## src/rtl/core/ptst_pkg.sv

```systemverilog
// shared types and constants for the periodic tick subscription table
// used by ptst_cell, ptst_ctrl and periodic_tick_subscription_table
package ptst_pkg;

	localparam int TIME_W      = 32;
	localparam int SLOT_W      = 5;
	localparam int SLOT_ADDR_N = 32;
	localparam int ID_W        = 6;
	localparam int MAX_RESULTS = 32;
	localparam int FCNT_W      = 6;
	localparam logic [ID_W-1:0] NO_SLOT = 6'd32;

	typedef enum logic [1:0] {
		KIND_TICK    = 2'd0,
		KIND_SUB     = 2'd1,
		KIND_ENABLE  = 2'd2,
		KIND_DISABLE = 2'd3
	} kind_t;

	typedef enum logic [2:0] {
		EV_FIRED      = 3'd0,
		EV_NOFIRE     = 3'd1,
		EV_SUBSCRIBED = 3'd2,
		EV_FULL       = 3'd3,
		EV_DONE       = 3'd4
	} event_t;

	// broadcast from the sequencer to every cell of the chain
	typedef struct packed {
		logic              start;
		logic              adv;
		logic              flush;
		logic              take;
		logic              sub_mode;
		logic              wr_en;
		logic              wr_val;
		logic [SLOT_W-1:0] wr_slot;
		logic [TIME_W-1:0] now;
		logic [TIME_W-1:0] interval;
	} cell_ctrl_t;

endpackage

```

## src/rtl/core/ptst_cell.sv

```systemverilog
// one timer slot of the chain: use and enable bits, period, last-fire time
// and the scan token handed on to the next cell; depends on ptst_pkg
module ptst_cell #(
	parameter int IDX = 0
) (
	input  logic                 clk,
	input  logic                 arst_n,
	input  ptst_pkg::cell_ctrl_t ctrl,
	input  logic                 tok_in,
	output logic                 tok_out,
	output logic                 hit
);

	logic                          in_use_q;
	logic                          en_q;
	logic                          token_q;
	logic [ptst_pkg::TIME_W-1:0]   period_q;
	logic [ptst_pkg::TIME_W-1:0]   last_q;
	logic [ptst_pkg::TIME_W-1:0]   elapsed;
	logic                          addr_hit;
	logic                          commit;

	assign elapsed  = ctrl.now - last_q;
	assign addr_hit = (IDX < ptst_pkg::SLOT_ADDR_N) &&
		(ctrl.wr_slot == ptst_pkg::SLOT_W'(IDX));
	assign hit = token_q && (ctrl.sub_mode ? !in_use_q :
		(in_use_q && en_q && (elapsed >= period_q)));
	assign commit  = token_q && ctrl.take;
	assign tok_out = token_q;

	always_ff @(posedge clk or negedge arst_n) begin
		if (!arst_n) begin
			in_use_q <= 1'b0;
			en_q     <= 1'b0;
			token_q  <= 1'b0;
		end else begin
			if (ctrl.start || ctrl.adv) begin
				token_q <= tok_in && !ctrl.flush;
			end
			if (ctrl.wr_en && addr_hit) begin
				en_q <= ctrl.wr_val;
			end else if (commit && ctrl.sub_mode) begin
				en_q     <= 1'b0;
				in_use_q <= 1'b1;
			end
		end
	end

	always_ff @(posedge clk) begin
		if (commit) begin
			if (ctrl.sub_mode) begin
				period_q <= ctrl.interval;
				last_q   <= '0;
			end else begin
				last_q <= ctrl.now;
			end
		end
	end

endmodule

```

## config.mk

```make
export PLATFORM = sky130hd
export DESIGN_NAME = ptst_cell
export DESIGN_NICKNAME = d
export VERILOG_FILES = /design/src/rtl/core/ptst_pkg.sv /design/src/rtl/core/ptst_cell.sv
export SDC_FILE = /design/constraint.sdc
export NUM_CORES = 1
export LEC_CHECK = 0
export ABC_AREA = 1
export BUFFER_PORTS_ARGS = -buffer_cell sky130_fd_sc_hd__buf_2
export CORE_UTILIZATION = 60
export CTS_BUF_LIST = sky130_fd_sc_hd__clkbuf_4 sky130_fd_sc_hd__clkbuf_8
export CTS_CLUSTER_DIAMETER = 30
export DETAILED_ROUTE_END_ITERATION = 8
export HOLD_SLACK_MARGIN = 0.06
export PLACE_DENSITY = 0.84
export SYNTH_ARGS = -nofsm -noshare
export SYNTH_HDL_FRONTEND = slang
export SYNTH_SLANG_ARGS = --single-unit
```

## constraint.sdc

```tcl
create_clock -name clk -period 3.3 [get_ports clk]
set_input_delay 0.165 -clock clk [delete_from_list [all_inputs] [get_ports clk]]
set_output_delay 0.165 -clock clk [all_outputs]
set_load 0.02 [all_outputs]
```

==> summary.txt <==
Clock network
  • CTS Buf Count: 9
  • CTS Sinks: 67
  • TritonCTS clock tree: yes
  • CTS H-tree lvls: 3
  • Worst skew pair latency: 0.36 ns
  • Number of buffers between clock root and the deepest sink: 2
  • Clock edge transition at the registers on the reported setup and hold paths: 0.08 ns
  • Clk Tree Root Cell: clkbuf_8

Run status
  • Result of the run: complete, but fails checks
  • Failing checks: setup timing

Floorplan
  • Area of the die: 9074 sq um
  • # rows: 33
  • Core region area: 8299 sq um
  • Overall die height: 95.26 um
  • Initial core utilization: 0.6288
  • Die outline width: 95.26 um
  • Num ports: 81

Timing
  • Worst clock skew on the final layout: 0.01105 ns
  • Share of the cycle needed by the critical path after routing: 1.130
  • Worst-case headroom to the max-slew limit: 0.5057
  • Final Hold Fails: 0
  • Fmax: 268.1 MHz
  • Final count of negative-setup-slack endpoints: 1
  • Shortest period the worst path allows: 3.729 ns
  • RSZ-0062 raised after global routing: true
  • Number of slew-limit violations in the final report: 0
  • Setup ws final: -0.4294 ns
  • Tightest Pin Transition: 0.7407 ns
  • Sum of negative setup slack: -0.4294 ns

Finish
  • Multi-input gate area: 3015 sq um
  • Final Util: 0.8070
  • Post-synthesis to final-layout area growth: 28.34%
  • Sequential cell area in the final layout: 1997 sq um
  • Count of antenna diodes in the layout: 0
  • Fillers: 488
  • Area of all placed cells without fillers: 6698 sq um
  • Share of layout cells above drive strength 1: 0.2653
  • Post-layout nets: 907

Logic synthesis
  • Post-synth EDFFs: 64
  • Synthesized area per cell: 8.244 sq um
  • Most area-hungry cell type in the Yosys netlist: edfxtp_1
  • Number of warnings issued by yosys: 0
  • Most repeated cell in the gate-level netlist after synthesis: inv_1
  • Gate Count Post-Synth: 633
  • Share of synthesized registers carrying an async set or reset: 0.04478
  • Most area-consuming cells after synthesis: edfxtp_1 (37%), ha_1 (15%), inv_1 (9.6%)
  • Dominant synthesized flop cell: edfxtp_1
  • Synthesized area: 5219 sq um
  • Library cells used by synthesis: 38
  • Mapped Nets: 776
  • Proportion of netlist area held by the largest area contributor: 0.3683
  • Cell types with the highest counts after synthesis: inv_1 (133), nand2_1 (100), nor2_1 (70)
  • Post-synthesis register bit count: 67
  • Sequential share of the synthesized area: 0.3826

Global route
  • Pin count of the biggest net entering global routing: 34
  • Number of antenna violations at the first check in global routing: 0
  • Overall track demand over capacity in global routing: 0.3399
  • GRT Residual Overflow: 0
  • Vias in the first global route: 4881
  • First-pass GRT wire length: 23030 um

Pwr
  • Peak VDD IR: 0.0004160 V
  • Power density cells: 378.9 nW/um^2
  • Clock network fraction of design power: 0.313
  • Net switching power: 0.8361 mW
  • Internal power contribution: 1.701 mW
  • Portion of total power attributed to combinational logic: 0.304
  • Share of power burned in registers: 0.382
  • Switching share of power: 0.3295
  • P_leak: 3.193 nW

Drt
  • Detailed-routing iteration count for the pre-antenna-repair pass: 6
  • Vias: 4972
  • Routed WL: 15260 um
  • DR vias/cell: 5.689
  • Routed length per instance: 17.46 um
  • Antenna Violating Nets Remaining: 0
  • DRT iter0 DRCs: 491
  • DRC violation count after routing: 0

Critical path
  • Critical Path Start Type: register
  • CP Data Arrival Time: 3.56 ns
  • Maximum fanout count along the critical path: 5
  • Critical path class: register to output port
  • Setup crit end kind: output port
  • Data required time at the worst endpoint: 3.13 ns

Run
  • Max cap viols: 0

Min path
  • Hold Crit Class: input pin to register

Placement
  • Placement Cell Area: 5761 sq um
  • Pre-CTS worst setup slack: 0.06077 ns
  • Routability-driven placement congestion ratio: 0.9481
  • Half-perimeter wire length after placement: 9836 um
  • Port Buf Inserts: 80
==> layer usage <==
metal / GRT usage / vias up / wire length (um)
li1: - / 2345 / -
met1: 0.4266 / 2271 / 6268
met2: 0.5679 / 304 / 7087
met3: 0.07097 / 52 / 1365
met4: 0.1376 / 0 / 536
met5: 0 / - / 0
==> critical path, cell delays in order, from the launching register on <==
cell      delay, ns
edfxtp_1       0.37
ha_2           0.19
inv_2          0.05
fa_2           0.42
nand3_4        0.09
nand2_4        0.08
a21oi_4        0.21
o21ai_4        0.13
nand3_2        0.08
nand2_1        0.06
nand2_1        0.06
nand2_1        0.06
ha_1           0.31
nand2_2        0.09
nor2_2         0.10
nand4_1        0.17
a21oi_2        0.19
nor2_1         0.08
nand2_2        0.09
nand2_2        0.05
a21oi_2        0.17
buf_6          0.14
==> state kept, by name (all words and copies together), names as in the netlist <==
name / cells
period_q: 32
in_use_q: 1
last_q: 32
en_q: 1
tok_out: 1
==> final cells by class <==
class | count | share of cell area
clock inverters | 6 | 0.01345
repair buffers | 124 | 0.1227
clock buffers | 10 | 0.01962
flip-flops and latches | 67 | 0.2982
multi-input cells | 426 | 0.4502
inverters | 136 | 0.07622
well taps | 105 | 0.01962
==> layout by cell type, fill, tap and decap left out, types with 2 or more instances in the layout <==
cell	synthesis	layout
inv_1	133	131
nand2_1	100	93
buf_2	0	79
nor2_1	70	64
edfxtp_1	64	64
ha_1	63	52
a21oi_1	55	34
dlygate4sd3_1	0	34
a21oi_2	7	26
o21ai_0	22	15
nand3_1	17	14
nand2_2	8	14
xor2_1	15	12
nand4_1	10	10
buf_4	0	10
nor2_2	3	9
xnor2_1	9	9
clkbuf_8	0	9
o21ai_1	3	7
nor3_1	7	6
ha_2	0	6
inv_2	3	5
nand3_2	3	5
ha_4	0	5
o21ai_2	2	4
a21o_1	4	4
o21bai_1	4	3
nor2_4	3	3
a21oi_4	1	3
xor2_2	0	3
o21a_1	3	3
dfrtp_1	3	3
o211ai_1	2	2
nor3_2	2	2
a31oi_1	3	2
o21ai_4	1	2
bufinv_16	0	2
clkinv_4	0	2
==> metrics by stage <==
step / cells / hold WS, ns / total power, mW
final: 874 / 0.06324 / 2.538
after detailed placement: 817 / -0.03252 / 1.579
after CTS: 869 / 0.07294 / 2.398
after global placement: 817 / -0.03636 / 1.560
after global routing: 874 / 0.07279 / 2.628
after floorplan: 633 / -0.1306 / 1.400
==> cells by family after synthesis <==
group | count (synthesis) | synth area share
fa+ha+maj | 64 | 0.1549
xor+xnor | 24 | 0.04028
flops | 67 | 0.3826
simple gates | 228 | 0.1952
compound gates | 110 | 0.1264
buf+inv | 140 | 0.1007
==> power groups by stage <==
stage	Combinational (mW)	Clock [mW]	Sequential, mW
CTS	0.647	0.782	0.969
global route	0.837	0.819	0.972
finish	0.772	0.795	0.970
detailed placement	0.592	0	0.988
global placement	0.574	0	0.986
floorplan	0.413	0	0.987
==> path summary, 6_finish.rpt <==
kind | start | end | slack [ns] | cells after the start
max | last_q[0]$_SDFFCE_PP0P_ | hit | -0.43 | 21
min | tok_in | tok_out$_DFFE_PN0P_ | 0.06 | 3
max reg2reg | tok_out$_DFFE_PN0P_ | last_q[20]$_SDFFCE_PP0P_ | 1.45 | 3
min reg2reg | in_use_q$_DFFE_PN0P_ | in_use_q$_DFFE_PN0P_ | 0.53 | 2
max in group asynchronous | arst_n | in_use_q$_DFFE_PN0P_ | 3.06 | 2
min in group asynchronous | arst_n | tok_out$_DFFE_PN0P_ | 0.13 | 2
==> what timing repair did <==
item / CTS / global route
endpoints found under the hold margin: 36 / 0
resized for setup: 15 / 66
hold buffers: 34 / 0
setup buffers: 2 / 5
setup endpoints to repair: 1 / 1
pin swaps: 4 / 23
Note: power is estimated with default switching activity, not from simulation.
