## src/rtl/core/ptst_pkg.sv

```systemverilog
// shared types and constants for the periodic tick subscription table
// used by ptst_cell, ptst_ctrl and periodic_tick_subscription_table
package ptst_pkg;

	localparam int TIME_W      = 32;
	localparam int SLOT_W      = 5;
	localparam int SLOT_ADDR_N = 32;
	localparam int ID_W        = 6;
	localparam int MAX_RESULTS = 32;
	localparam int FCNT_W      = 6;
	localparam logic [ID_W-1:0] NO_SLOT = 6'd32;

	typedef enum logic [1:0] {
		KIND_TICK    = 2'd0,
		KIND_SUB     = 2'd1,
		KIND_ENABLE  = 2'd2,
		KIND_DISABLE = 2'd3
	} kind_t;

	typedef enum logic [2:0] {
		EV_FIRED      = 3'd0,
		EV_NOFIRE     = 3'd1,
		EV_SUBSCRIBED = 3'd2,
		EV_FULL       = 3'd3,
		EV_DONE       = 3'd4
	} event_t;

	// broadcast from the sequencer to every cell of the chain
	typedef struct packed {
		logic              start;
		logic              adv;
		logic              flush;
		logic              take;
		logic              sub_mode;
		logic              wr_en;
		logic              wr_val;
		logic [SLOT_W-1:0] wr_slot;
		logic [TIME_W-1:0] now;
		logic [TIME_W-1:0] interval;
	} cell_ctrl_t;

endpackage

```

## src/rtl/core/ptst_ctrl.sv

```systemverilog
// sequencer: input handshake, time counter, scan walk, pending result
// and output register; drives the cell chain; depends on ptst_pkg
module ptst_ctrl #(
	parameter int SLOTS = 32
) (
	input  logic                 clk,
	input  logic                 arst_n,
	input  logic                 s_tvalid,
	output logic                 s_tready,
	input  logic [1:0]           s_tuser,
	input  logic [39:0]          s_tdata,
	output logic                 m_tvalid,
	input  logic                 m_tready,
	output logic [2:0]           m_tuser,
	output logic [7:0]           m_tdata,
	output logic                 m_tlast,
	input  logic                 hit_any,
	output ptst_pkg::cell_ctrl_t ctrl
);

	localparam int CW = (SLOTS > 1) ? $clog2(SLOTS) : 1;

	typedef enum logic [2:0] {
		ST_IDLE = 3'b001,
		ST_SCAN = 3'b010,
		ST_EMIT = 3'b100
	} state_t;

	state_t                          state_q;
	logic                            sub_q;
	logic [ptst_pkg::TIME_W-1:0]     time_q;
	logic [ptst_pkg::TIME_W-1:0]     interval_q;
	logic [CW-1:0]                   cnt_q;
	logic [ptst_pkg::FCNT_W-1:0]     fire_cnt_q;
	logic                            have_pend_q;
	ptst_pkg::event_t                pend_ev_q;
	logic [ptst_pkg::ID_W-1:0]       pend_id_q;
	logic                            m_valid_q;
	ptst_pkg::event_t                m_ev_q;
	logic [ptst_pkg::ID_W-1:0]       m_id_q;
	logic                            m_last_q;

	ptst_pkg::kind_t                 kind;
	logic [ptst_pkg::SLOT_W-1:0]     in_slot;
	logic                            accept;
	logic                            scan;
	logic                            out_free;
	logic                            hit_ok;
	logic                            push;
	logic                            step;
	logic                            take;
	logic                            last_cell;
	logic                            done_scan;
	logic                            emit;
	logic                            is_wr;

	assign kind     = ptst_pkg::kind_t'(s_tuser);
	assign in_slot  = s_tdata[4:0];
	assign s_tready = (state_q == ST_IDLE);
	assign accept   = s_tvalid && s_tready;
	assign is_wr    = (kind == ptst_pkg::KIND_ENABLE) || (kind == ptst_pkg::KIND_DISABLE);
	assign scan     = (state_q == ST_SCAN);
	assign out_free = !m_valid_q || m_tready;
	// fires beyond the per-tick result cap are skipped
	assign hit_ok    = hit_any &&
		(sub_q || (fire_cnt_q < ptst_pkg::FCNT_W'(ptst_pkg::MAX_RESULTS)));
	assign push      = scan && !sub_q && hit_ok && have_pend_q;
	assign step      = scan && (!push || out_free);
	assign take      = step && hit_ok;
	assign last_cell = (cnt_q == CW'(SLOTS - 1));
	assign done_scan = step && (last_cell || (sub_q && hit_ok));
	assign emit      = (state_q == ST_EMIT) && out_free;

	always_comb begin
		ctrl          = '0;
		ctrl.start    = accept && !is_wr;
		ctrl.adv      = step;
		ctrl.flush    = done_scan;
		ctrl.take     = take;
		ctrl.sub_mode = sub_q;
		ctrl.wr_en    = accept && is_wr;
		ctrl.wr_val   = (kind == ptst_pkg::KIND_ENABLE);
		ctrl.wr_slot  = in_slot;
		ctrl.now      = time_q;
		ctrl.interval = interval_q;
	end

	always_ff @(posedge clk or negedge arst_n) begin
		if (!arst_n) begin
			state_q     <= ST_IDLE;
			time_q      <= '0;
			m_valid_q   <= 1'b0;
			have_pend_q <= 1'b0;
			sub_q       <= 1'b0;
			cnt_q       <= '0;
			fire_cnt_q  <= '0;
		end else begin
			unique case (state_q)
				ST_IDLE: begin
					if (accept) begin
						sub_q       <= (kind == ptst_pkg::KIND_SUB);
						cnt_q       <= '0;
						fire_cnt_q  <= '0;
						have_pend_q <= 1'b0;
						if (kind == ptst_pkg::KIND_TICK) begin
							time_q <= time_q + 32'd1;
						end
						state_q <= is_wr ? ST_EMIT : ST_SCAN;
					end
				end
				ST_SCAN: begin
					if (step) begin
						cnt_q <= cnt_q + CW'(1);
					end
					if (take) begin
						have_pend_q <= 1'b1;
						if (!sub_q) begin
							fire_cnt_q <= fire_cnt_q + ptst_pkg::FCNT_W'(1);
						end
					end
					if (done_scan) begin
						state_q <= ST_EMIT;
					end
				end
				ST_EMIT: begin
					if (out_free) begin
						state_q <= ST_IDLE;
					end
				end
				default: state_q <= ST_IDLE;
			endcase
			if ((push && step) || emit) begin
				m_valid_q <= 1'b1;
			end else if (m_tready) begin
				m_valid_q <= 1'b0;
			end
		end
	end

	always_ff @(posedge clk) begin
		if (accept) begin
			interval_q <= s_tdata[36:5];
			pend_ev_q  <= ptst_pkg::EV_DONE;
			pend_id_q  <= {1'b0, in_slot};
		end
		if (take) begin
			pend_ev_q <= sub_q ? ptst_pkg::EV_SUBSCRIBED : ptst_pkg::EV_FIRED;
			pend_id_q <= ptst_pkg::ID_W'(cnt_q);
		end else if (done_scan && !have_pend_q) begin
			pend_ev_q <= sub_q ? ptst_pkg::EV_FULL : ptst_pkg::EV_NOFIRE;
			pend_id_q <= ptst_pkg::NO_SLOT;
		end
		if (push && step) begin
			m_ev_q   <= pend_ev_q;
			m_id_q   <= pend_id_q;
			m_last_q <= 1'b0;
		end else if (emit) begin
			m_ev_q   <= pend_ev_q;
			m_id_q   <= pend_id_q;
			m_last_q <= 1'b1;
		end
	end

	assign m_tvalid = m_valid_q;
	assign m_tuser  = m_ev_q;
	assign m_tdata  = {2'b00, m_id_q};
	assign m_tlast  = m_last_q;

	// only fire reports can be followed by more items of the same input
	a_nonlast_is_fire: assert property (@(posedge clk) disable iff (!arst_n)
		(m_valid_q && !m_last_q) |-> (m_ev_q == ptst_pkg::EV_FIRED))
		else $error("non-final item that is not a fire report");

	a_fire_cap: assert property (@(posedge clk) disable iff (!arst_n)
		scan |-> (fire_cnt_q <= ptst_pkg::FCNT_W'(ptst_pkg::MAX_RESULTS)))
		else $error("fire count beyond cap");

	a_sub_no_pend: assert property (@(posedge clk) disable iff (!arst_n)
		(scan && sub_q) |-> !have_pend_q)
		else $error("subscribe scan continued after claiming a slot");

endmodule

```

## config.mk

```make
export PLATFORM = sky130hd
export DESIGN_NAME = ptst_ctrl
export DESIGN_NICKNAME = d
export VERILOG_FILES = /design/src/rtl/core/ptst_pkg.sv /design/src/rtl/core/ptst_ctrl.sv
export SDC_FILE = /design/constraint.sdc
export NUM_CORES = 1
export LEC_CHECK = 0
export BUFFER_PORTS_ARGS = -buffer_cell sky130_fd_sc_hd__buf_2
export CAP_MARGIN = 20
export CORE_ASPECT_RATIO = 0.7
export CORE_MARGIN = 4
export CORE_UTILIZATION = 50
export DETAILED_ROUTE_END_ITERATION = 12
export HOLD_SLACK_MARGIN = 0.12
export MAX_ROUTING_LAYER = met4
export PLACE_DENSITY = 0.87
export SLEW_MARGIN = 20
export SYNTH_ARGS = -nofsm -noshare
export SYNTH_HDL_FRONTEND = slang
export SYNTH_SLANG_ARGS = --single-unit
```

## constraint.sdc

```tcl
create_clock -name clk -period 2.7 [get_ports clk]
set_input_delay 0.81 -clock clk [delete_from_list [all_inputs] [get_ports clk]]
set_output_delay 0.81 -clock clk [all_outputs]
set_load 0.01 [all_outputs]
```

==> results.py, run 1 <==
metrics = {
    "run_status": {
        "outcome": "finished clean",
    },
    "sta": {
        "hold_violations": 0,
        "worstMarginPinSlew_ns": 0.502,
        "setup_viol_count_final": 0,
        "rsz0062_at_grt": "true",
        "max_freq_ghz": 0.383,
        "fin_hold_ws_ns": 0.419,
        "slew_headroom_pct": 66.5,
        "min_period_ns": 2.61,
        "timing.final.ws_setup_ns": 0.0873,
        "finalCritPeriodShare_pct": 96.8,
        "clock_skew_ns": 0.00652,
        "drv_slew": 0,
    },
    "layout": {
        "final_area_mm2": 0.00517,
        "num_antenna_cells": 0,
        "fillerInstances": 614,
        "layout_cells_sized_above_1_pct": 39.3,
        "layout-area-overhead-vs-synth_pct": 26.6,
        "final_net_count": 491,
        "finish.cell_count_without_fillers": 546,
    },
    "global_route": {
        "grt_start_max_net_pins": 37,
        "number_of_antenna_violations_at_the_first_check_in_global_routing": 0,
        "grt.overflow.total": 0,
        "grt_first_pass_wirelength_um": 14200,
        "grt_usage_pct": 19.2,
        "via_count_of_the_first_global_routing_pass": 2732,
    },
    "clock_tree": {
        "cts-hold-fix-buffers": 0,
        "tritoncts": "done",
        "cts.sinks": 100,
        "cts-htree-levels": 3,
        "clkTransAtPathRegs_ns": 0.07,
        "insertion_delay_ns": 0.33,
        "cts.path.max_buffers": 2,
        "root_buffer_master": "clkbuf_16",
        "cts-buffers-inserted": 9,
    },
    "logic_synthesis": {
        "mappedNetlistArea_mm2": 0.00408,
        "post_synth_inst_count": 303,
        "edff_count_synth": 49,
        "postSynth.asyncResetShare_pct": 49.0,
        "synth_warnings": 0,
        "synthesis.area_per_instance_um2": 13.5,
        "yosys_most_used_dff": "edfxtp_1",
        "synth.yosys.seq_area_share_pct": 67.1,
        "ys_ff_latch": 100,
        "count_of_cell_types_in_the_netlist": 50,
    },
    "critical_path": {
        "cp.required_ns": 1.89,
        "critical_path.max_fanout": 5,
        "worst-r2r-cell-count": 5,
        "startpoint_type": "flip-flop",
        "cp_data_arrival_time_ns": 1.80,
        "timing.setup.critical_path_class": "reg2out",
        "rr_startpoint": "state_q[0]$_DFFE_PN1P_",
        "reg2reg_slack_ns": 0.52,
        "timing.critical_path.from": "cnt_q[0]$_DFFE_PN0P_",
        "crit_path_end_kind": "primary output",
    },
    "run": {
        "drv_cap": 0,
    },
    "pwr": {
        "p_per_area_mw_per_mm2": 799,
        "power.leakage_uw": 0.00241,
        "worst_vdd_rail_ir_drop_uv": 572,
    },
    "floorplan": {
        "core_area_mm2": 0.00791,
        "floorplan.die_area_mm2": 0.00969,
        "initial_utilization_pct": 51.6,
        "rows": 27,
        "die_width_um": 116,
        "die_height_um": 83.6,
        "boundaryPins": 137,
    },
    "placement": {
        "io_buffer_count": 131,
        "place.detailed.instances": 529,
        "dp_worst_setup_slack_ns": 0.136,
        "gpl.final_weighted_congestion": 0.793,
        "hpwl_um": 7040,
        "placedInstanceArea_mm2": 0.00483,
    },
    "routing": {
        "num_vias": 2888,
        "route.detailed.wl_per_inst_um": 16.5,
        "initialDrtViolationCount": 178,
        "routed_wirelength_um": 9010,
        "drt-pass1-iter-count": 4,
        "route.antenna.remaining_nets": 0,
        "remaining_drc_errors": 0,
        "via_per_inst": 5.29,
    },
    "worst_hold_path": {
        "hold_start": "pend_id_q[2]$_DFFE_PP_",
        "worst_hold_path_cell_count": 0,
        "min_path_type": "reg2reg",
    },
}
## stage by stage
stage	utilization (%)	TNS [ns]	total power, uW
after global routing	65.4	-0.00480	4340
final	65.4	0	4130
after CTS	65.2	0	4170
after detailed placement	61.1	0	2860
after global placement	61.1	0	2810
after floorplan	-	0	2520
## where the power goes
group	switching, uW	leakage, uW	internal [uW]
Combinational	457	0.00112	308
Clock	563	0.000148	738
Sequential	175	0.00114	1890
Total	1190	0.00241	2930
## critical path: stages, from the launching register on
cell and delay, ns:
dfrtp_1 0.42, ha_1 0.23, and3_1 0.19, ha_1 0.20
o21ai_2 0.18, a31oi_2 0.08, buf_2 0.18
## worst paths after layout
check	end
max	ctrl[73]
min	m_id_q[2]$_DFFE_PP_
max reg2reg	interval_q[13]$_DFFE_PP_
min reg2reg	m_id_q[2]$_DFFE_PP_
max in group asynchronous	time_q[0]$_DFFE_PN0P_
min in group asynchronous	time_q[30]$_DFFE_PN0P_
## layout make-up
cell class	instances	area (um2)	area share, %
Timing Repair Buffer	143	746	14.4
Clock inverter	6	82.6	1.60
Inverter	7	26.3	0.508
Clock buffer	10	229	4.43
Tap cell	101	126	2.45
Sequential cell	100	2740	53.0
Multi-Input combinational cell	179	1220	23.6
## layer usage
layer / track usage [%] / wire length (um)
met1: 25.0 / 3860
met2: 31.0 / 4410
met3: 4.71 / 689
met4: 3.79 / 48
met5: - / 0
## repair_timing
action | 4_1_cts | 5_1_grt
setup buffers | 0 | 1
gates resized for setup | 3 | 1
pin swaps | 0 | 1
setup endpoints to repair | 1 | 1
## Yosys cell counts, types with 4 or more instances
library cell,n,area (um2)
inv_1,7,26.3
nand4_1,8,50.1
a21oi_1,4,20.0
edfxtp_1,49,1470
clkbuf_1,4,15.0
ha_1,4,50.1
nor3_1,4,20.0
a22o_1,4,35.0
nor2_1,14,52.6
nand2_1,26,97.6
dfrtp_1,48,1200
xnor2_1,22,193
xor2_1,11,96.3
and3_1,9,56.3
buf_4,12,90.1
nand3_1,17,85.1
o21ai_0,15,75.1
## state kept, by name (all words and copies together) (netlist names)
register	count
m_id_q	6
cnt_q	5
time_q	32
interval_q	32
sub_q	1
have_pend_q	1
m_tlast	1
pend_id_q	6
m_tvalid	1
fire_cnt_q	6
pend_ev_q	3
state_q	3
m_tuser	3
## cells by family after synthesis
family	Yosys count	synth area share (%)
multiplexers	3	0.767
XOR/XNOR	33	7.08
other	1	0.0919
flip-flops	100	67.1
AND/OR/NAND/NOR	104	14.9
AO/OA/AOI/OAI	33	5.34
buffers and inverters	25	3.47
adder cells (fa/ha/maj)	4	1.23
## cell usage in the layout, fill, tap and decap left out, drive strengths merged, types with 2 or more instances in the layout
cell / synthesis / layout
xnor2: 22 / 22
ha: 4 / 4
dfxtp: 2 / 2
o21ai: 15 / 15
a21oi: 4 / 4
and2: 2 / 2
and3: 9 / 9
conb: 1 / 2
xor2: 11 / 11
nand3b: 3 / 3
nor2: 14 / 14
edfxtp: 49 / 49
nand3: 18 / 18
nor2b: 3 / 3
inv: 7 / 9
nor3: 7 / 7
nor3b: 4 / 4
clkinv: 0 / 2
mux2i: 2 / 2
buf: 14 / 143
nand4: 9 / 9
nand2: 26 / 26
clkbuf: 4 / 10
dfrtp: 48 / 48
a31oi: 2 / 2
a22o: 4 / 4
Power figures use the tool's default switching activity.
==> run 2: changes to the inputs <==
ABC_AREA = 1   (was default)
CORE_UTILIZATION = 52   (was 50)
PLACE_DENSITY = 0.88   (was 0.87)
clock period = 2.8 ns   (was 2.7 ns; I/O delays follow)
==> results.py, run 2 <==
metrics = {
    "clock_tree": {
        "post_cts_setup_buffers": 0,
        "insertion_delay_ns": 0.35,
        "root_buffer_master": "clkbuf_16",
        "cts.path.max_buffers": 2,
        "cts-hold-fix-buffers": 0,
        "tritoncts": "done",
        "cts-htree-levels": 3,
        "clkTransAtPathRegs_ns": 0.07,
        "cts-buffers-inserted": 9,
        "cts_repair_resize_count": 0,
        "cts.sinks": 100,
    },
    "floorplan": {
        "die_height_um": 86.8,
        "floorplan.die_area_mm2": 0.0105,
        "boundaryPins": 137,
        "core_area_mm2": 0.00855,
        "initial_utilization_pct": 54.0,
        "die_width_um": 121,
        "rows": 28,
    },
    "sta": {
        "setup_viol_count_final": 0,
        "min_period_ns": 2.67,
        "slew_headroom_pct": 58.1,
        "clock_skew_ns": 0.0125,
        "hold_violations": 0,
        "rsz0062_at_grt": "false",
        "finalCritPeriodShare_pct": 95.4,
        "max_freq_ghz": 0.374,
        "final.setup.tns_ns": 0,
        "drv_slew": 0,
        "worstMarginPinSlew_ns": 0.629,
    },
    "routing": {
        "remaining_drc_errors": 0,
        "route.detailed.wl_per_inst_um": 15.2,
        "num_vias": 3785,
        "route.antenna.remaining_nets": 0,
        "initialDrtViolationCount": 336,
        "via_per_inst": 5.12,
        "drt-pass1-iter-count": 5,
        "routed_wirelength_um": 11200,
    },
    "logic_synthesis": {
        "post-synth-top-area-cell": "edfxtp_1",
        "synth.yosys.seq_area_share_pct": 59.4,
        "synth.cells.most_frequent": "nand2_1 (150), nor2_1 (52), edfxtp_1 (49)",
        "yosys_most_used_dff": "edfxtp_1",
        "synth.mux.area_fraction_pct": 0,
        "synth-simple-area-share_pct": 25.9,
        "post_synth_inst_count": 480,
        "synth_warnings": 0,
        "edff_count_synth": 49,
        "count_of_cell_types_in_the_netlist": 34,
        "postSynth.asyncResetShare_pct": 49.0,
        "synth_compound_area_share_pct": 2.60,
        "synth_adder_area_share_pct": 1.08,
        "largest_family_of_logic_cells_by_synthesized_area": "simple AND/OR/NAND/NOR gates",
        "synthesis.area_per_instance_um2": 9.61,
        "post-synth-top-count-cell": "nand2_1",
        "synth.area.top_cells": "edfxtp_1 (32%), dfrtp_1 (26%), nand2_1 (12%)",
        "mappedNetlistArea_mm2": 0.00461,
        "ys_ff_latch": 100,
        "synth-xor-area-share_pct": 4.37,
        "yosys.area.top_type_share_pct": 31.9,
    },
    "layout": {
        "fillerInstances": 689,
        "num_antenna_cells": 0,
        "layout-area-overhead-vs-synth_pct": 22.6,
        "biggestRegsByFlops": "interval_q: 32 flops, time_q: 32 flops",
        "final_net_count": 665,
        "multiInputGateArea_mm2": 0.00157,
        "layout_common_cells": "nand2_1 (150), buf_2 (131), nor2_1 (52)",
        "layout.area.seq_mm2": 0.00274,
        "layout.cells.most_common": "nand2_1",
        "finish.utilization_pct": 66.2,
        "layout_cells_sized_above_1_pct": 28.4,
    },
    "worst_hold_path": {
        "hold_start": "pend_id_q[1]$_DFFE_PP_",
        "min_path_type": "reg2reg",
        "hold_path_end": "m_id_q[1]$_DFFE_PP_",
        "worst_hold_path_cell_count": 0,
    },
    "global_route": {
        "grt_usage_pct": 22.8,
        "grt_most_used_layer": "met2",
        "grt_start_max_net_pins": 50,
        "number_of_antenna_violations_at_the_first_check_in_global_routing": 0,
        "global_route.usage.met1_pct": 30.8,
        "grt_first_pass_wirelength_um": 18200,
        "grt.overflow.total": 0,
        "global_route.usage.met3_pct": 3.46,
        "via_count_of_the_first_global_routing_pass": 3616,
        "groute.layer.met2.usage_pct": 36.6,
    },
    "pwr": {
        "p_per_area_mw_per_mm2": 772,
        "power.leakage_uw": 0.00272,
        "worst_vdd_rail_ir_drop_uv": 355,
    },
    "critical_path": {
        "cp_data_arrival_time_ns": 1.83,
        "worst-r2r-cell-count": 12,
        "crit_path_end_kind": "primary output",
        "rr_startpoint": "cnt_q[0]$_DFFE_PN0P_",
        "cp.required_ns": 1.96,
        "critical_path.max_fanout": 5,
        "timing.setup.critical_path_class": "reg2out",
        "timing.rr.end": "pend_id_q[2]$_DFFE_PP_",
        "startpoint_type": "flip-flop",
        "timing.critical_path.from": "cnt_q[0]$_DFFE_PN0P_",
        "reg2reg_slack_ns": 0.69,
    },
    "run_status": {
        "outcome": "finished clean",
    },
    "placement": {
        "io_buffer_count": 131,
        "gpl.final_weighted_congestion": 0.972,
        "hpwl_um": 8350,
    },
    "run": {
        "drv_cap": 0,
    },
}
-- run 2: cell families after synthesis --
kind of cell / count (synthesis)
buf+inv: 65
other cells: 1
simple gates: 265
flops: 100
fa+ha+maj: 4
xor+xnor: 23
compound gates: 22
-- run 2: report_power, final --
part           switching (uW)  internal (uW)  total, uW
Clock                     619            644       1260
Sequential                173           1900       2070
Combinational             684            354       1040
-- run 2: worst max path at each step --
stage                to  slack, ns  cells after the start
4_1_cts        ctrl[74]       0.11                      8
5_1_grt        ctrl[74]       0.03                      8
2_1_floorplan  ctrl[75]       0.09                      4
3_5_place_dp   ctrl[74]       0.24                      6
3_3_place_gp   ctrl[74]       0.29                      6
6_report       ctrl[73]       0.13                      9
-- run 2: layout make-up --
type	count	share of cell area, %
tap	120	2.65
clock inverter	7	1.44
multi-input combinational	316	27.8
sequential	100	48.4
clock buffer	9	3.98
timing repair buffer	137	12.4
inverter	50	3.32
-- run 2: worst max-delay path, stage by stage, from the launching register on --
cell	delay (ns)
dfrtp_1	0.44
ha_1	0.25
nand2_1	0.09
nor2_1	0.05
ha_1	0.18
a21oi_1	0.11
inv_1	0.05
nand3_1	0.11
inv_2	0.06
buf_2	0.14
-- run 2: metrics by stage --
step	instances	hold WS (ns)	area (um2)	setup slack [ns]	power, uW
3_3_place_gp	723	0.404	5350	0.286	3060
2_1_floorplan	481	0.400	4620	0.0859	2690
5_1_grt	739	0.434	5660	0.0335	4590
3_5_place_dp	723	0.405	5350	0.245	3120
6_report	739	0.421	5660	0.129	4370
4_1_cts	739	0.422	5660	0.115	4390
-- run 2: per-layer routing --
layer	vias to the layer above	wire, um
met5	-	0
met4	0	118
met3	11	691
met2	152	5500
met1	1815	4910
li1	1807	-
==> run 3: changes to the inputs <==
clock period = 2.96 ns   (was 2.8 ns; I/O delays follow)
==> results.py, run 3 (same netlist as run 2, synthesis figures left out) <==
metrics = {
    "run": {
        "drv_cap": 0,
    },
    "routing": {
        "route.detailed.wl_per_inst_um": 14.5,
        "num_vias": 3733,
        "routed_wirelength_um": 10700,
        "via_per_inst": 5.04,
        "initialDrtViolationCount": 486,
        "route.antenna.remaining_nets": 0,
        "drt-pass1-iter-count": 5,
        "remaining_drc_errors": 0,
    },
    "pwr": {
        "p_per_area_mw_per_mm2": 718,
        "p_sw_share_pct": 32.8,
        "cellInternalPower_uw": 2720,
        "p_comb_share_pct": 23.9,
        "net-switching-power_uw": 1330,
        "power.leakage_uw": 0.00272,
        "seq_power_share_pct": 48.2,
        "power_frac_clock_pct": 27.9,
        "worst_vdd_rail_ir_drop_uv": 379,
    },
    "floorplan": {
        "die_width_um": 121,
        "initial_utilization_pct": 54.0,
        "floorplan.die_area_mm2": 0.0105,
        "core_area_mm2": 0.00855,
        "rows": 28,
        "boundaryPins": 137,
        "die_height_um": 86.8,
    },
    "sta": {
        "final.setup.tns_ns": 0,
        "min_period_ns": 2.67,
        "hold_violations": 0,
        "drv_slew": 0,
        "clock_skew_ns": 0.00394,
        "timing.final.ws_setup_ns": 0.293,
        "finalCritPeriodShare_pct": 90.1,
        "rsz0062_at_grt": "false",
        "max_freq_ghz": 0.375,
        "setup_viol_count_final": 0,
    },
    "placement": {
        "io_buffer_count": 131,
        "hpwl_um": 8350,
        "gpl.final_weighted_congestion": 1.04,
        "placedInstanceArea_mm2": 0.00536,
        "dp_worst_setup_slack_ns": 0.304,
    },
    "critical_path": {
        "critical_path.most_common_cell": "ha_1",
        "cp.required_ns": 2.07,
        "cp_slowest_cell": "dfrtp_1",
        "crit_path_end_kind": "primary output",
        "critical_path.max_fanout": 5,
        "crit_path_cell_trace": "ha_1, nand2_1, nor2_1, ha_1, a21oi_1, inv_1, nand3_1, inv_2, buf_2",
        "timing.setup.critical_path_class": "reg2out",
        "cp_slowest_stage_delay_ns": 0.42,
        "cp_data_arrival_time_ns": 1.78,
        "startpoint_type": "flip-flop",
    },
    "layout": {
        "num_antenna_cells": 0,
        "layout_common_cells": "nand2_1 (150), buf_2 (131), nor2_1 (52)",
        "layout_cells_sized_above_1_pct": 28.5,
        "fillerInstances": 702,
        "final_net_count": 666,
        "final_area_mm2": 0.00565,
        "layout-area-overhead-vs-synth_pct": 22.4,
        "biggestRegsByFlops": "interval_q: 32 flops, time_q: 32 flops",
        "layout.cells.most_common": "nand2_1",
    },
    "clock_tree": {
        "insertion_delay_ns": 0.34,
        "cts-htree-levels": 3,
        "post_cts_setup_buffers": 0,
        "cts-hold-fix-buffers": 0,
        "root_buffer_master": "clkbuf_16",
        "cts-buffers-inserted": 9,
        "clkTransAtPathRegs_ns": 0.07,
        "cts.path.max_buffers": 2,
        "cts.sinks": 100,
        "tritoncts": "done",
        "cts_repair_resize_count": 0,
    },
    "global_route": {
        "number_of_antenna_violations_at_the_first_check_in_global_routing": 0,
        "grt_first_pass_wirelength_um": 17800,
        "grt_start_max_net_pins": 35,
        "via_count_of_the_first_global_routing_pass": 3562,
        "grt.overflow.total": 0,
        "grt_usage_pct": 22.2,
    },
    "worst_hold_path": {
        "min_path_type": "reg2reg",
    },
    "run_status": {
        "outcome": "finished clean",
    },
}
[run 3: cell count changes in the layout (fill, tap and decap cells not counted), sizes merged]
cell / previous run / this run
buf: 137 / 138
[run 3: layout make-up]
cell class | instances | area (um2) | share of cell area, %
Sequential cell | 100 | 2740 | 48.5
Multi-Input combinational cell | 316 | 1570 | 27.9
Timing Repair Buffer | 138 | 708 | 12.5
Clock buffer | 9 | 225 | 3.99
Inverter | 50 | 188 | 3.32
Tap cell | 120 | 150 | 2.66
Clock inverter | 7 | 65.1 | 1.15
[run 3: critical path, delay by kind of cell (launching register included)]
| family | cells | cell delay (ns) |
|---|---|---|
| adders and majority gates | 2 | 0.41 |
| DFF | 1 | 0.42 |
| and+or+nand+nor | 3 | 0.25 |
| AOI/OAI and AO/OA | 1 | 0.11 |
| buffers and inverters | 3 | 0.25 |
[run 3: power groups by stage]
stage	logic, uW	clock network [uW]	registers (uW)
floorplan	489	0	2060
global route	1080	1220	1980
detailed placement	972	0	1980
finish	969	1130	1950
global placement	930	0	1960
CTS	978	1150	1950
[run 3: path summary, 6_finish.rpt]
kind	start	to	slack (ns)	cells after the start
min in group asynchronous	arst_n	time_q[16]$_DFFE_PN0P_	0.46	1
max in group asynchronous	arst_n	state_q[0]$_DFFE_PN1P_	1.88	2
worst min register to register	pend_ev_q[2]$_SDFFCE_PP0P_	m_tuser[2]$_DFFE_PP_	0.42	0
worst max register to register	cnt_q[0]$_DFFE_PN0P_	pend_ev_q[1]$_DFFE_PP_	0.93	12
worst max-delay path	cnt_q[0]$_DFFE_PN0P_	ctrl[73]	0.29	9
worst min-delay path	pend_ev_q[2]$_SDFFCE_PP0P_	m_tuser[2]$_DFFE_PP_	0.42	0
[run 3: through the flow]
stage	hold WS [ns]	cells	power, uW	util (%)
after floorplan	0.400	481	2550	-
after global placement	0.404	724	2890	62.7
after detailed placement	0.407	724	2950	62.7
after CTS	0.423	740	4080	66.1
after global routing	0.430	740	4280	66.1
final	0.421	740	4060	66.1
[run 3: layer usage]
layer | routed length, um | part of all wire [%] | track usage (%)
met4 | 195 | 1.8 | 6.28
met2 | 5180 | 48 | 34.4
met3 | 647 | 6.0 | 3.65
met5 | 0 | 0 | -
met1 | 4710 | 44 | 30.8
